<file path="config.mk">
export PLATFORM = sky130hd
export DESIGN_NAME = led_matrix_canvas_command_queue_flat
export DESIGN_NICKNAME = d
export VERILOG_FILES = /design/src/lmcq_pkg.sv /design/src/lmcq_if.sv /design/src/lmcq_ctrl.sv /design/src/lmcq_dp.sv /design/src/led_matrix_canvas_command_queue.sv /design/src/flat_wrapper.sv
export SDC_FILE = /design/constraint.sdc
export NUM_CORES = 2
export LEC_CHECK = 0
export BUFFER_PORTS_ARGS = -buffer_cell sky130_fd_sc_hd__buf_4
export CAP_MARGIN = 15
export CORE_MARGIN = 5
export CORE_UTILIZATION = 55
export CTS_CLUSTER_DIAMETER = 100
export DETAILED_ROUTE_END_ITERATION = 8
export PLACE_DENSITY = 0.71
export SLEW_MARGIN = 20
export SYNTH_ARGS = -nofsm -noshare
export SYNTH_HDL_FRONTEND = slang
export SYNTH_HIERARCHICAL = 1
export SYNTH_SLANG_ARGS = --single-unit
</file>
<file path="constraint.sdc">
create_clock -name clk_i -period 12.7 [get_ports clk_i]
set_clock_uncertainty 0.2 [all_clocks]
set_input_delay 1.27 -clock clk_i [delete_from_list [all_inputs] [get_ports clk_i]]
set_output_delay 1.27 -clock clk_i [all_outputs]
set_load 0.05 [all_outputs]
</file>
<file path="src/lmcq_pkg.sv">
// ----------------------------------------------------------------------------
// lmcq_pkg
// Shared types, codes and field widths of the LED-matrix canvas command queue.
// ----------------------------------------------------------------------------
package lmcq_pkg;

  // field widths of the command and word channels
  localparam int unsigned CmdW  = 3;
  localparam int unsigned SegW  = 2;
  localparam int unsigned RegW  = 4;
  localparam int unsigned ColW  = 5;
  localparam int unsigned RowW  = 3;
  localparam int unsigned DataW = 8;

  // canvas geometry per chip
  localparam int unsigned ColsPerChip = 8;
  localparam int unsigned ColSelW     = 3;

  // chip register addresses used by the block itself
  localparam logic [RegW-1:0] RegNoop      = 4'd0;
  localparam logic [RegW-1:0] RegIntensity = 4'd10;

  typedef enum logic [CmdW-1:0] {
    CMD_PUSH    = 3'd0,
    CMD_COL_WR  = 3'd1,
    CMD_PIX_SET = 3'd2,
    CMD_PIX_CLR = 3'd3,
    CMD_CLEAR   = 3'd4,
    CMD_UPDATE  = 3'd5,
    CMD_FLUSH   = 3'd6,
    CMD_BRIGHT  = 3'd7
  } cmd_e;

  typedef struct packed {
    cmd_e              command;
    logic [SegW-1:0]   segment;
    logic [RegW-1:0]   reg_addr;
    logic [ColW-1:0]   column_index;
    logic [RowW-1:0]   row_index;
    logic [DataW-1:0]  data_byte;
  } cmd_t;

  typedef struct packed {
    logic [RegW-1:0]   word_reg;
    logic [DataW-1:0]  word_data;
    logic              frame_end;
    logic              overflow;
    logic              last;
  } word_t;

  // datapath operations, one per cycle
  typedef enum logic [3:0] {
    OP_NONE,
    OP_LOAD,
    OP_PUSH_IN,
    OP_COL_WR,
    OP_CANVAS_RD,
    OP_PIX_WR,
    OP_CLEAR,
    OP_SCAN_INIT,
    OP_SCAN_RD,
    OP_SCAN_CMP,
    OP_BRIGHT,
    OP_DRAIN_START,
    OP_DRAIN_RD,
    OP_DRAIN_EMIT
  } dp_op_e;

  typedef struct packed {
    dp_op_e op;
  } ctl_t;

  typedef struct packed {
    cmd_e command;
    logic scan_last;
    logic bright_last;
    logic pending;
    logic chip_zero;
    logic out_free;
  } sts_t;

  typedef enum logic [3:0] {
    ST_IDLE,
    ST_DECODE,
    ST_PIX_WR,
    ST_SCAN_RD,
    ST_SCAN_CMP,
    ST_BRIGHT,
    ST_DRN_CHK,
    ST_DRN_RD,
    ST_DRN_EMIT
  } ctrl_state_e;

endpackage

</file>
<file path="src/lmcq_if.sv">
// ----------------------------------------------------------------------------
// lmcq_if
// Valid/ready channel interfaces: command input and display word output.
// ----------------------------------------------------------------------------
interface lmcq_cmd_if import lmcq_pkg::*; ();
  logic             valid;
  logic             ready;
  logic [CmdW-1:0]  command;
  logic [SegW-1:0]  segment;
  logic [RegW-1:0]  reg_addr;
  logic [ColW-1:0]  column_index;
  logic [RowW-1:0]  row_index;
  logic [DataW-1:0] data_byte;

  modport source (
    output valid, command, segment, reg_addr, column_index, row_index, data_byte,
    input  ready
  );
  modport sink (
    input  valid, command, segment, reg_addr, column_index, row_index, data_byte,
    output ready
  );
endinterface

interface lmcq_word_if import lmcq_pkg::*; ();
  logic             valid;
  logic             ready;
  logic [RegW-1:0]  word_reg;
  logic [DataW-1:0] word_data;
  logic             frame_end;
  logic             overflow;
  logic             last;

  modport source (
    output valid, word_reg, word_data, frame_end, overflow, last,
    input  ready
  );
  modport sink (
    input  valid, word_reg, word_data, frame_end, overflow, last,
    output ready
  );
endinterface

</file>
<file path="src/lmcq_ctrl.sv">
// ----------------------------------------------------------------------------
// lmcq_ctrl
// Sequencer: accepts one command, then steps the datapath through it.
// ----------------------------------------------------------------------------
module lmcq_ctrl import lmcq_pkg::*; (
  input  logic clk_i,
  input  logic rst_ni,
  input  logic in_valid_i,
  output logic in_ready_o,
  input  sts_t sts_i,
  output ctl_t ctl_o
);

  ctrl_state_e state_q, state_d;

  // state register
  always_ff @(posedge clk_i or negedge rst_ni) begin
    if (!rst_ni) begin
      state_q <= ST_IDLE;
    end else begin
      state_q <= state_d;
    end
  end

  // next state and datapath operation
  always_comb begin
    state_d    = state_q;
    ctl_o.op   = OP_NONE;
    in_ready_o = 1'b0;
    unique case (state_q)
      ST_IDLE: begin
        in_ready_o = 1'b1;
        if (in_valid_i) begin
          ctl_o.op = OP_LOAD;
          state_d  = ST_DECODE;
        end
      end
      ST_DECODE: begin
        unique case (sts_i.command)
          CMD_PUSH: begin
            ctl_o.op = OP_PUSH_IN;
            state_d  = ST_IDLE;
          end
          CMD_COL_WR: begin
            ctl_o.op = OP_COL_WR;
            state_d  = ST_IDLE;
          end
          CMD_PIX_SET, CMD_PIX_CLR: begin
            ctl_o.op = OP_CANVAS_RD;
            state_d  = ST_PIX_WR;
          end
          CMD_CLEAR: begin
            ctl_o.op = OP_CLEAR;
            state_d  = ST_IDLE;
          end
          CMD_UPDATE: begin
            ctl_o.op = OP_SCAN_INIT;
            state_d  = ST_SCAN_RD;
          end
          CMD_FLUSH: begin
            state_d = ST_DRN_CHK;
          end
          CMD_BRIGHT: begin
            ctl_o.op = OP_SCAN_INIT;
            state_d  = ST_BRIGHT;
          end
          default: begin
            state_d = ST_IDLE;
          end
        endcase
      end
      ST_PIX_WR: begin
        ctl_o.op = OP_PIX_WR;
        state_d  = ST_IDLE;
      end
      ST_SCAN_RD: begin
        ctl_o.op = OP_SCAN_RD;
        state_d  = ST_SCAN_CMP;
      end
      ST_SCAN_CMP: begin
        ctl_o.op = OP_SCAN_CMP;
        state_d  = sts_i.scan_last ? ST_DRN_CHK : ST_SCAN_RD;
      end
      ST_BRIGHT: begin
        ctl_o.op = OP_BRIGHT;
        if (sts_i.bright_last) begin
          state_d = ST_DRN_CHK;
        end
      end
      ST_DRN_CHK: begin
        if (sts_i.pending) begin
          ctl_o.op = OP_DRAIN_START;
          state_d  = ST_DRN_RD;
        end else begin
          state_d = ST_IDLE;
        end
      end
      ST_DRN_RD: begin
        ctl_o.op = OP_DRAIN_RD;
        state_d  = ST_DRN_EMIT;
      end
      ST_DRN_EMIT: begin
        if (sts_i.out_free) begin
          ctl_o.op = OP_DRAIN_EMIT;
          state_d  = sts_i.chip_zero ? ST_DRN_CHK : ST_DRN_RD;
        end
      end
      default: begin
        state_d = ST_IDLE;
      end
    endcase
  end

endmodule

</file>
<file path="src/lmcq_dp.sv">
// ----------------------------------------------------------------------------
// lmcq_dp
// Datapath: canvas and shadow memories, per-chip word queues, output register.
// ----------------------------------------------------------------------------
module lmcq_dp import lmcq_pkg::*; #(
  parameter int unsigned CHIPS       = 4,
  parameter int unsigned QUEUE_DEPTH = 16
) (
  input  logic  clk_i,
  input  logic  rst_ni,
  input  cmd_t  cmd_i,
  input  ctl_t  ctl_i,
  output sts_t  sts_o,
  output word_t word_o,
  output logic  word_valid_o,
  input  logic  word_ready_i
);

  localparam int unsigned SegIW       = (CHIPS > 1) ? $clog2(CHIPS) : 1;
  localparam int unsigned NumCols     = CHIPS * ColsPerChip;
  localparam int unsigned CIW         = SegIW + ColSelW;
  localparam int unsigned CanvasDepth = 2 ** CIW;
  localparam int unsigned PW          = $clog2(QUEUE_DEPTH);
  localparam int unsigned QAW         = SegIW + PW;
  localparam int unsigned QDepth      = 2 ** QAW;
  localparam int unsigned QWordW      = RegW + DataW;

  cmd_t cmd_q;

  logic [DataW-1:0]       canvas_mem [CanvasDepth];
  logic [CanvasDepth-1:0] canvas_vld_q;
  logic [DataW-1:0]       canvas_rd_q;
  logic                   canvas_rd_vld_q;
  logic [DataW-1:0]       shadow_mem [CanvasDepth];
  logic [CanvasDepth-1:0] shadow_vld_q;
  logic [DataW-1:0]       shadow_rd_q;
  logic                   shadow_rd_vld_q;

  logic [CIW-1:0]         x_q;
  logic [SegIW-1:0]       chip_q;
  logic [PW-1:0]          wp_q [CHIPS];
  logic [PW-1:0]          rp_q [CHIPS];
  logic                   ovf_q;
  logic [QWordW-1:0]      q_mem [QDepth];
  logic [QWordW-1:0]      q_rd_q;

  word_t                  word_q;
  logic                   word_valid_q;

  logic                   col_ok, seg_ok;
  logic [CIW-1:0]         col_idx, canvas_raddr;
  logic [DataW-1:0]       canvas_val, shadow_val, pix_mask, pix_val;
  logic                   scan_diff;
  logic                   cv_we;
  logic [DataW-1:0]       cv_wdata;

  logic                   push_en, push_full;
  logic [SegIW-1:0]       push_chip;
  logic [RegW-1:0]        push_reg;
  logic [DataW-1:0]       push_data;
  logic [PW-1:0]          wp_nxt;

  logic [CHIPS-1:0]       pend;
  logic                   pend_cur, chip_zero, others_pend, after_pend, out_free;
  logic [PW-1:0]          rp_nxt;
  word_t                  word_d;

  // range checks and canvas addressing
  assign col_ok  = int'(cmd_q.column_index) < NumCols;
  assign seg_ok  = int'(cmd_q.segment) < CHIPS;
  assign col_idx = CIW'(cmd_q.column_index);
  assign canvas_raddr = (ctl_i.op == OP_CANVAS_RD) ? col_idx : x_q;

  // entries not written since reset, or for the canvas since clear, read as zero
  assign canvas_val = canvas_rd_vld_q ? canvas_rd_q : '0;
  assign shadow_val = shadow_rd_vld_q ? shadow_rd_q : '0;
  assign scan_diff  = canvas_val != shadow_val;

  // pixel read-modify-write
  assign pix_mask = DataW'(1) << cmd_q.row_index;
  assign pix_val  = (cmd_q.command == CMD_PIX_SET) ? (canvas_val | pix_mask)
                                                   : (canvas_val & ~pix_mask);

  // canvas write port
  always_comb begin
    cv_we    = 1'b0;
    cv_wdata = cmd_q.data_byte;
    if (ctl_i.op == OP_COL_WR) begin
      cv_we = col_ok;
    end else if (ctl_i.op == OP_PIX_WR) begin
      cv_we    = col_ok;
      cv_wdata = pix_val;
    end
  end

  // command capture
  always_ff @(posedge clk_i) begin
    if (ctl_i.op == OP_LOAD) begin
      cmd_q <= cmd_i;
    end
  end

  // canvas and shadow memories
  always_ff @(posedge clk_i) begin
    if (cv_we) begin
      canvas_mem[col_idx] <= cv_wdata;
    end
    if (ctl_i.op == OP_CANVAS_RD || ctl_i.op == OP_SCAN_RD) begin
      canvas_rd_q     <= canvas_mem[canvas_raddr];
      canvas_rd_vld_q <= canvas_vld_q[canvas_raddr];
    end
    if (ctl_i.op == OP_SCAN_CMP && scan_diff) begin
      shadow_mem[x_q] <= canvas_val;
    end
    if (ctl_i.op == OP_SCAN_RD) begin
      shadow_rd_q     <= shadow_mem[x_q];
      shadow_rd_vld_q <= shadow_vld_q[x_q];
    end
  end

  // valid bits stand in for zeroing the canvas and shadow
  always_ff @(posedge clk_i or negedge rst_ni) begin
    if (!rst_ni) begin
      canvas_vld_q <= '0;
      shadow_vld_q <= '0;
    end else begin
      if (ctl_i.op == OP_CLEAR) begin
        canvas_vld_q <= '0;
      end else if (cv_we) begin
        canvas_vld_q[col_idx] <= 1'b1;
      end
      if (ctl_i.op == OP_SCAN_CMP && scan_diff) begin
        shadow_vld_q[x_q] <= 1'b1;
      end
    end
  end

  // push source select
  always_comb begin
    push_en   = 1'b0;
    push_chip = SegIW'(cmd_q.segment);
    push_reg  = cmd_q.reg_addr;
    push_data = cmd_q.data_byte;
    case (ctl_i.op)
      OP_PUSH_IN: begin
        push_en = seg_ok;
      end
      OP_SCAN_CMP: begin
        push_en   = scan_diff;
        push_chip = x_q[CIW-1:ColSelW];
        push_reg  = RegW'(x_q[ColSelW-1:0]) + RegW'(1);
        push_data = canvas_val;
      end
      OP_BRIGHT: begin
        push_en   = 1'b1;
        push_chip = x_q[SegIW-1:0];
        push_reg  = RegIntensity;
      end
      default: begin
        push_en = 1'b0;
      end
    endcase
  end

  // ring queue full check, one slot stays empty
  assign wp_nxt    = (wp_q[push_chip] == PW'(QUEUE_DEPTH - 1)) ? '0
                                                                : wp_q[push_chip] + PW'(1);
  assign push_full = wp_nxt == rp_q[push_chip];

  // pending words per chip
  always_comb begin
    for (int c = 0; c < CHIPS; c++) begin
      pend[c] = wp_q[c] != rp_q[c];
    end
  end

  // drain side of the current chip
  assign pend_cur    = pend[chip_q];
  assign chip_zero   = chip_q == '0;
  assign rp_nxt      = (rp_q[chip_q] == PW'(QUEUE_DEPTH - 1)) ? '0
                                                               : rp_q[chip_q] + PW'(1);
  assign others_pend = |(pend & ~(CHIPS'(1) << chip_q));
  assign after_pend  = pend_cur && (wp_q[chip_q] != rp_nxt);
  assign out_free    = !word_valid_q || word_ready_i;

  always_comb begin
    word_d.word_reg  = pend_cur ? q_rd_q[QWordW-1:DataW] : RegNoop;
    word_d.word_data = pend_cur ? q_rd_q[DataW-1:0] : '0;
    word_d.frame_end = chip_zero;
    word_d.overflow  = ovf_q;
    word_d.last      = chip_zero && !(others_pend || after_pend);
  end

  // queue memory
  always_ff @(posedge clk_i) begin
    if (push_en && !push_full) begin
      q_mem[{push_chip, wp_q[push_chip]}] <= {push_reg, push_data};
    end
    if (ctl_i.op == OP_DRAIN_RD) begin
      q_rd_q <= q_mem[{chip_q, rp_q[chip_q]}];
    end
  end

  // pointers, counters and sticky overflow
  always_ff @(posedge clk_i or negedge rst_ni) begin
    if (!rst_ni) begin
      for (int c = 0; c < CHIPS; c++) begin
        wp_q[c] <= '0;
        rp_q[c] <= '0;
      end
      ovf_q  <= 1'b0;
      x_q    <= '0;
      chip_q <= '0;
    end else begin
      if (push_en) begin
        if (push_full) begin
          ovf_q <= 1'b1;
        end else begin
          wp_q[push_chip] <= wp_nxt;
        end
      end
      if (ctl_i.op == OP_DRAIN_EMIT && pend_cur) begin
        rp_q[chip_q] <= rp_nxt;
      end
      case (ctl_i.op)
        OP_SCAN_INIT:               x_q <= '0;
        OP_SCAN_CMP, OP_BRIGHT:     x_q <= x_q + CIW'(1);
        default:                    x_q <= x_q;
      endcase
      case (ctl_i.op)
        OP_DRAIN_START: chip_q <= SegIW'(CHIPS - 1);
        OP_DRAIN_EMIT:  chip_q <= chip_q - SegIW'(1);
        default:        chip_q <= chip_q;
      endcase
    end
  end

  // output register
  always_ff @(posedge clk_i or negedge rst_ni) begin
    if (!rst_ni) begin
      word_valid_q <= 1'b0;
    end else if (ctl_i.op == OP_DRAIN_EMIT) begin
      word_valid_q <= 1'b1;
    end else if (word_ready_i) begin
      word_valid_q <= 1'b0;
    end
  end

  always_ff @(posedge clk_i) begin
    if (ctl_i.op == OP_DRAIN_EMIT) begin
      word_q <= word_d;
    end
  end

  assign word_o       = word_q;
  assign word_valid_o = word_valid_q;

  // status to the sequencer
  assign sts_o.command     = cmd_q.command;
  assign sts_o.scan_last   = x_q == CIW'(NumCols - 1);
  assign sts_o.bright_last = x_q == CIW'(CHIPS - 1);
  assign sts_o.pending     = |pend;
  assign sts_o.chip_zero   = chip_zero;
  assign sts_o.out_free    = out_free;

endmodule

</file>
<file path="src/led_matrix_canvas_command_queue.sv">
// ----------------------------------------------------------------------------
// led_matrix_canvas_command_queue
// Canvas, shadow and per-chip word queues for a daisy chain of LED-matrix
// controllers; drains the queues in frames of one word per chip.
// ----------------------------------------------------------------------------
//  channel  dir  handshake      payload
//  cmd_i    in   valid / ready  command, segment, reg_addr, column_index,
//                               row_index, data_byte
//  word_o   out  valid / ready  word_reg, word_data, frame_end, overflow, last
//
//  A command is taken only when the sequencer is idle. Push, column write and
//  clear end right after decode; pixel set/clear reads the canvas, then writes
//  it; update reads and compares every column, brightness queues one intensity
//  word per chip, and both then drain like flush. Each drained frame reads the
//  queue memory and loads the output register once per chip.
//  A stalled output holds the drain; the last word may still wait in the
//  output register while the next command is taken.
// ----------------------------------------------------------------------------
module led_matrix_canvas_command_queue import lmcq_pkg::*; #(
  parameter int unsigned CHIPS       = 4,
  parameter int unsigned QUEUE_DEPTH = 16
) (
  input  logic        clk_i,
  input  logic        rst_ni,
  lmcq_cmd_if.sink    cmd_i,
  lmcq_word_if.source word_o
);

  ctl_t  ctl;
  sts_t  sts;
  cmd_t  cmd_in;
  word_t word;
  logic  word_valid;

  // payload into the command struct
  assign cmd_in.command      = cmd_e'(cmd_i.command);
  assign cmd_in.segment      = cmd_i.segment;
  assign cmd_in.reg_addr     = cmd_i.reg_addr;
  assign cmd_in.column_index = cmd_i.column_index;
  assign cmd_in.row_index    = cmd_i.row_index;
  assign cmd_in.data_byte    = cmd_i.data_byte;

  lmcq_ctrl u_ctrl (
    .clk_i      (clk_i),
    .rst_ni     (rst_ni),
    .in_valid_i (cmd_i.valid),
    .in_ready_o (cmd_i.ready),
    .sts_i      (sts),
    .ctl_o      (ctl)
  );

  lmcq_dp #(
    .CHIPS       (CHIPS),
    .QUEUE_DEPTH (QUEUE_DEPTH)
  ) u_dp (
    .clk_i        (clk_i),
    .rst_ni       (rst_ni),
    .cmd_i        (cmd_in),
    .ctl_i        (ctl),
    .sts_o        (sts),
    .word_o       (word),
    .word_valid_o (word_valid),
    .word_ready_i (word_o.ready)
  );

  // word channel outputs
  assign word_o.valid     = word_valid;
  assign word_o.word_reg  = word.word_reg;
  assign word_o.word_data = word.word_data;
  assign word_o.frame_end = word.frame_end;
  assign word_o.overflow  = word.overflow;
  assign word_o.last      = word.last;

  // final word of a command always closes a frame
  a_last_on_frame_end: assert property (@(posedge clk_i) disable iff (!rst_ni)
    word_o.valid && word_o.last |-> word_o.frame_end)
    else $error("last word outside frame end");

  // new words appear only while a command is in progress
  a_word_while_busy: assert property (@(posedge clk_i) disable iff (!rst_ni)
    $rose(word_o.valid) |-> !cmd_i.ready)
    else $error("word loaded while idle");

  // overflow flag never falls back once reported
  a_overflow_sticky: assert property (@(posedge clk_i) disable iff (!rst_ni)
    word_o.valid && word_o.overflow |=> !word_o.valid || word_o.overflow)
    else $error("overflow flag cleared");

endmodule
</file>
<file path="src/flat_wrapper.sv">
// flat-port wrapper written by rule: the top's interface ports become plain ports
module led_matrix_canvas_command_queue_flat import lmcq_pkg::*;
#(
  parameter int unsigned CHIPS       = 4,
  parameter int unsigned QUEUE_DEPTH = 16
)
  (clk_i, rst_ni, cmd_i_valid, cmd_i_command, cmd_i_segment, cmd_i_reg_addr, cmd_i_column_index, cmd_i_row_index, cmd_i_data_byte, cmd_i_ready, word_o_valid, word_o_word_reg, word_o_word_data, word_o_frame_end, word_o_overflow, word_o_last, word_o_ready);
  lmcq_cmd_if cmd_i_i ();
  lmcq_word_if word_o_i ();
  input  logic clk_i;
  input  logic rst_ni;
  input wire logic [$bits(cmd_i_i.valid)-1:0] cmd_i_valid;
  input wire logic [$bits(cmd_i_i.command)-1:0] cmd_i_command;
  input wire logic [$bits(cmd_i_i.segment)-1:0] cmd_i_segment;
  input wire logic [$bits(cmd_i_i.reg_addr)-1:0] cmd_i_reg_addr;
  input wire logic [$bits(cmd_i_i.column_index)-1:0] cmd_i_column_index;
  input wire logic [$bits(cmd_i_i.row_index)-1:0] cmd_i_row_index;
  input wire logic [$bits(cmd_i_i.data_byte)-1:0] cmd_i_data_byte;
  output wire logic [$bits(cmd_i_i.ready)-1:0] cmd_i_ready;
  output wire logic [$bits(word_o_i.valid)-1:0] word_o_valid;
  output wire logic [$bits(word_o_i.word_reg)-1:0] word_o_word_reg;
  output wire logic [$bits(word_o_i.word_data)-1:0] word_o_word_data;
  output wire logic [$bits(word_o_i.frame_end)-1:0] word_o_frame_end;
  output wire logic [$bits(word_o_i.overflow)-1:0] word_o_overflow;
  output wire logic [$bits(word_o_i.last)-1:0] word_o_last;
  input wire logic [$bits(word_o_i.ready)-1:0] word_o_ready;
  assign cmd_i_i.valid = cmd_i_valid;
  assign cmd_i_i.command = cmd_i_command;
  assign cmd_i_i.segment = cmd_i_segment;
  assign cmd_i_i.reg_addr = cmd_i_reg_addr;
  assign cmd_i_i.column_index = cmd_i_column_index;
  assign cmd_i_i.row_index = cmd_i_row_index;
  assign cmd_i_i.data_byte = cmd_i_data_byte;
  assign cmd_i_ready = cmd_i_i.ready;
  assign word_o_valid = word_o_i.valid;
  assign word_o_word_reg = word_o_i.word_reg;
  assign word_o_word_data = word_o_i.word_data;
  assign word_o_frame_end = word_o_i.frame_end;
  assign word_o_overflow = word_o_i.overflow;
  assign word_o_last = word_o_i.last;
  assign word_o_i.ready = word_o_ready;
  led_matrix_canvas_command_queue #(.CHIPS(CHIPS), .QUEUE_DEPTH(QUEUE_DEPTH)) u_core (.clk_i(clk_i), .rst_ni(rst_ni), .cmd_i(cmd_i_i), .word_o(word_o_i));
endmodule
</file>
After elaboration in Yosys (flattened, before gate mapping)
Memory sizes are Yosys's and may differ from the RTL's. A register that Yosys moved wholly into a read port is not among the register bits.
Cells that the tools add are included.
- order comparisons: 10
- reduce and logical (&&, ||, !) cells: 32
- equal/unequal tests: 42
- shift operators: 2
- multiplexer cells: 68
- $add $sub $neg: 5
- bitwise operators: 10
- operators by type and width (cell ; count):
    4-bit two-way mux ; 17
    32-bit two-way mux ; 2
    32-bit bitwise OR ; 2
    8-bit two-way mux ; 6
    4-bit == test, second input constant ; 9
    4-bit one-hot mux with 9 select lines ; 1
    4-bit binary-select mux with 2-bit select ; 4
    16-bit bitwise mux ; 2
    4-bit by 3-bit == test with 1-bit output, second input constant ; 8
    4-bit one-hot mux with 8 select lines ; 1
    4-bit inequality test ; 5
    4-bit one-hot mux with 5 select lines ; 1
    5-bit by 6-bit less-than comparator with 1-bit output, second input constant ; 3
    1-bit two-way mux ; 18
    4-bit demux with 2-bit select ; 2
    4-bit by 2-bit == test with 1-bit output, second input constant ; 4
    3-bit one-hot mux with 5 select lines ; 1
    3-bit == test, second input constant ; 4
    1-bit binary-select mux with 5-bit select ; 2
    1-bit demux with 5-bit select ; 2
    5-bit by 1-bit >= comparator with 1-bit output, second input constant ; 2
    5-bit one-hot mux with 2 select lines ; 1
    1-bit logical AND ; 9
    4-bit by 1-bit adder with 4-bit output, second input constant ; 2
    other kinds (41) ; 61
- logic and storage cells: 200
- bits in writable memories: 1280
- memories: 3
- output and inout bits: 17
- flip-flop bits (word level): 151
- memory list (memory ; words ; width ; read ports ; clocked after Yosys merged registers in ; write ports ; RTL line ; text):
    u_core.u_dp.q_mem ; 64 ; 12 ; 1 ; 1 ; 1 ; lmcq_dp.sv:44 ; logic [QWordW-1:0] q_mem [QDepth];
    u_core.u_dp.canvas_mem ; 32 ; 8 ; 1 ; 1 ; 1 ; lmcq_dp.sv:30 ; logic [DataW-1:0] canvas_mem [CanvasDepth];
    u_core.u_dp.shadow_mem ; 32 ; 8 ; 1 ; 1 ; 1 ; lmcq_dp.sv:34 ; logic [DataW-1:0] shadow_mem [CanvasDepth];

Longest topological paths before layout
- depth in word-level cells: 17
- mapped depth: 28
- gate-level depth less buffers: 21

Hierarchy
The synthesis kept the hierarchy.
- modules (own cells, without submodules) (module ; area each (um2) ; sequential area each (um2) ; cells each ; times used):
    lmcq_dp ; 58318.4 ; 43166.4 ; 2959 ; 1
    lmcq_ctrl ; 539.3 ; 100.1 ; 69 ; 1

Least setup slack after synthesis
No wires, ideal clock.
- kind: input -> register
- start: input port word_o_ready
- end: memory u_core/u_dp/q_mem[43][0] in the netlist's numbering (enable)
- required time: 12.088 ns
- cell stages on the path: 23
- setup time: 0.412 ns
- arrival: 6.103 ns
- setup slack: 5.984 ns
- cell sequence: nand2b_1 -> buf_4 -> inv_1 -> o21ai_0 -> nand3_1 -> o21ai_1 -> clkbuf_1 -> inv_1 -> o21ai_1 -> nand3_2 -> clkbuf_1 -> nand2_1 -> and3_1 -> a31oi_1 -> ha_1 -> and3_4 -> or4_1 -> and4_1 -> buf_2 -> a21bo_1 -> buf_2 -> buf_2 -> nor4_1
- RTL lines (item ; RTL line ; text):
    start, declared ; flat_wrapper.sv:26 ; input wire logic [$bits(word_o_i.ready)-1:0] word_o_ready;
    end, declared ; lmcq_dp.sv:44 ;

==> out/results.ini <==
[outcome]
status=completed

[critical_path]
crit_fanout=35
crit_type=reg -> reg
slowest_stage=nor3_2
arrival_ns=8.09
critical-path-top-delay-family=simple AND/OR/NAND/NOR gates
crit_path_start_kind=flip-flop
max_stage_delay_ns=0.91
critPathCaptureType=flip-flop
worstPathRequired_ns=12.84
path_buf_inv=1
path_cells=xor2_1 -> nor4_1 -> nand4_1 -> nor2b_1 -> nor2b_1 -> a21oi_1 -> o21ai_1 -> and4bb_1 -> o21ai_1 -> and3_1 -> nand2_1 -> and3_1 -> a31oi_1 -> ha_1 -> nand2b_1 -> o22ai_1 -> o2bb2ai_1 -> xor2_1 -> a21bo_4 -> buf_4 -> nor3_2

[floorplanning]
num_io_pins=46
die_h_um=337.1
fp.dieW_um=337.1
core_um2=106800
initial_core_util=0.5513
dieArea_um2=113700
row_count=120

[synth]
yosysSeqAreaShare=0.7351
synthTopCellsByArea=edfxtp_1, mux4_2, dfrtp_1
synth_seq_cells=1459
synthCells=3028
async_flop_share=0.07471
syn-num-nets=3068
synthTopCellsByCount=edfxtp_1, mux4_2, nand2_1, mux2i_1, dfrtp_1
synthAdderAreaFrac=0.002338
yosysTopAreaCell=edfxtp_1
synth.avg_cell_area_um2=19.44
synthFlopType=edfxtp_1
synth-xor-area-share=0.004762
synth_cell_type_count=72
synth-simple-area-share=0.04668
synth_top_family_by_area=multiplexers
netlist_area_um2=58860
synth.area.mux_share=0.1704
synth_edf_count=1350
synth_most_common_cell=edfxtp_1
synth_compound_area_frac=0.02545
ys_warn_count=6
netlist.area_leader.share=0.6888

[cts]
cts_hold_buf=0
ctsRootBufferMaster=clkbuf_16
htree_num_levels=4
cts_tree=yes
clkLatencyLatePin_ns=0.75
post_cts_buffers=0
cts_buffers=142
cts_buffer_depth=3
cts_resized=0
numClockSinks=1459
clkSlewWorstSetupHoldPaths_ns=0.06

[power_and_ir_drop]
clkPwrFrac=0.260
leakage_nw=21.15
internal_power_w=0.01042
peakVddDrop_uv=240.8
p_per_area_nw_per_um2=240.4
power_switching_w=0.005405
comb_power_share=0.320
pwr-share-seq=0.420
switching_share=0.3416
total_power_w=0.01583

[global_routing]
grt_max_degree=97
grt_pass1_wl_um=203000
grt_pass1_vias=30570
antenna_found_initial=0
grt-ovfl-total=0
grt_usage=0.2414

[layout]
fin_nets=3174
synthToLayoutAreaGrowth_pct=11.83
drive_gt1_frac=0.2671

[timing]
relSlewSlack=0.2414
timing.fmax_mhz=125.9
rsz0062_at_grt=false
finalHoldViolations=0
min_period_ns=7.943
setup_violations=0
final_max_slew_viol_count=0
finalCritPeriodShare=0.6255
worst_pin_slew_ns=1.132
finalSetupTns_ns=0

[run]
cap_violations=0

[route]
drc_errors=0
drtIter0Drc=3792
viasPerCell=6.458
wl_um=135000
dr.pass1.iters=8
routedWlPerCell_um=29.02
ant_nets=0
vias=30050

[placed_design]
port_buffers=45
routabilityCongestion=0.8565
hpwl_um=80750

[worst_hold_path]
hold_class=reg -> reg

==> cell type report <==
type	count	area, µm²
multi-input combinational	1368	15070
inverter	26	97.59
clock buffer	185	3849
timing repair buffer	137	1054
fill	7198	40930
tap	1403	1755
clock inverter	75	716.9
sequential	1459	43270
antenna	1	2.502
==> state kept, by name, indices dropped and copies added, names as in the netlist, 12 cells and up <==
register	count
u_core/u_dp/canvas_vld_q	32
u_core/u_dp/q_rd_q	12
u_core/u_dp/wp_q	16
u_core/u_dp/cmd_q	17
u_core/u_dp/shadow_mem	256
u_core/u_dp/canvas_mem	256
u_core/u_dp/rp_q	16
u_core/u_dp/word_o	15
u_core/u_dp/shadow_vld_q	32
u_core/u_dp/q_mem	768
==> through the flow <==
step,setup WS [ns],std cells,hold WS (ns),utilization,instance area (µm²)
after floorplan,5.984,3028,0.2259,-,58860
after global placement,5.266,4392,0.2458,0.5735,61220
after detailed placement,4.980,4392,0.2488,0.5735,61220
after CTS,4.926,4652,0.2645,0.6162,65780
after global routing,4.220,4653,0.2757,0.6165,65820
final,4.757,4654,0.2683,0.6166,65820
==> worst paths after layout <==
| path | from | endpoint | slack (ns) | cells past startpoint |
|---|---|---|---|---|
| hold / removal | u_core/u_dp/shadow_vld_q[30] | u_core/u_dp/shadow_vld_q[30] | 0.27 | 1 |
| hold reg to reg | u_core/u_dp/shadow_vld_q[30] | u_core/u_dp/shadow_vld_q[30] | 0.27 | 1 |
| setup / recovery | u_core/u_dp/wp_q[10] | u_core/u_dp/q_mem[57][3] | 4.76 | 21 |
| setup reg to reg | u_core/u_dp/wp_q[10] | u_core/u_dp/q_mem[57][3] | 4.76 | 21 |
| max in group asynchronous | rst_ni | u_core/u_dp/x_q[0] | 10.36 | 2 |
| min in group asynchronous | rst_ni | u_core/u_dp/shadow_vld_q[6] | 0.42 | 1 |
==> routing by layer <==
metal	track usage	up-vias	wire length, µm
met2	0.3876	1569	66630
met4	0.05946	0	3075
li1	-	12490	-
met1	0.3519	15780	53470
met3	0.04408	218	11880
met5	0	-	0
==> layout by cell type (no fill, tap or decap), types with 35 or more instances in the layout <==
cell type	instances
o21ai_0	48
nor3_1	44
nand2_1	204
clkbuf_16	145
mux4_2	365
nor2_1	99
buf_4	135
or2_2	37
dfrtp_1	107
o21a_1	35
a22oi_1	40
edfxtp_1	1350
nand3_1	38
mux2i_1	128
==> logic make-up (layout without fill, tap and decap cells) <==
family                   after synthesis  in the layout
flip-flops                          1459           1459
AND/OR/NAND/NOR                      558            558
multiplexers                         536            536
AO/OA/AOI/OAI                        231            231
buffers and inverters                201            423
XOR/XNOR                              32             32
adder cells (fa/ha/maj)               11             11
other                                  0              1
==> power by group through the flow <==
stage	Sequential [W]	Combinational (W)	Clock, W
finish	0.00665	0.00506	0.00411
floorplan	0.00665	0.00324	0
detailed placement	0.00674	0.00502	0
CTS	0.00665	0.00504	0.00419
global placement	0.00672	0.00489	0
global route	0.00668	0.00537	0.00440
(Power assumes the default switching activity.)
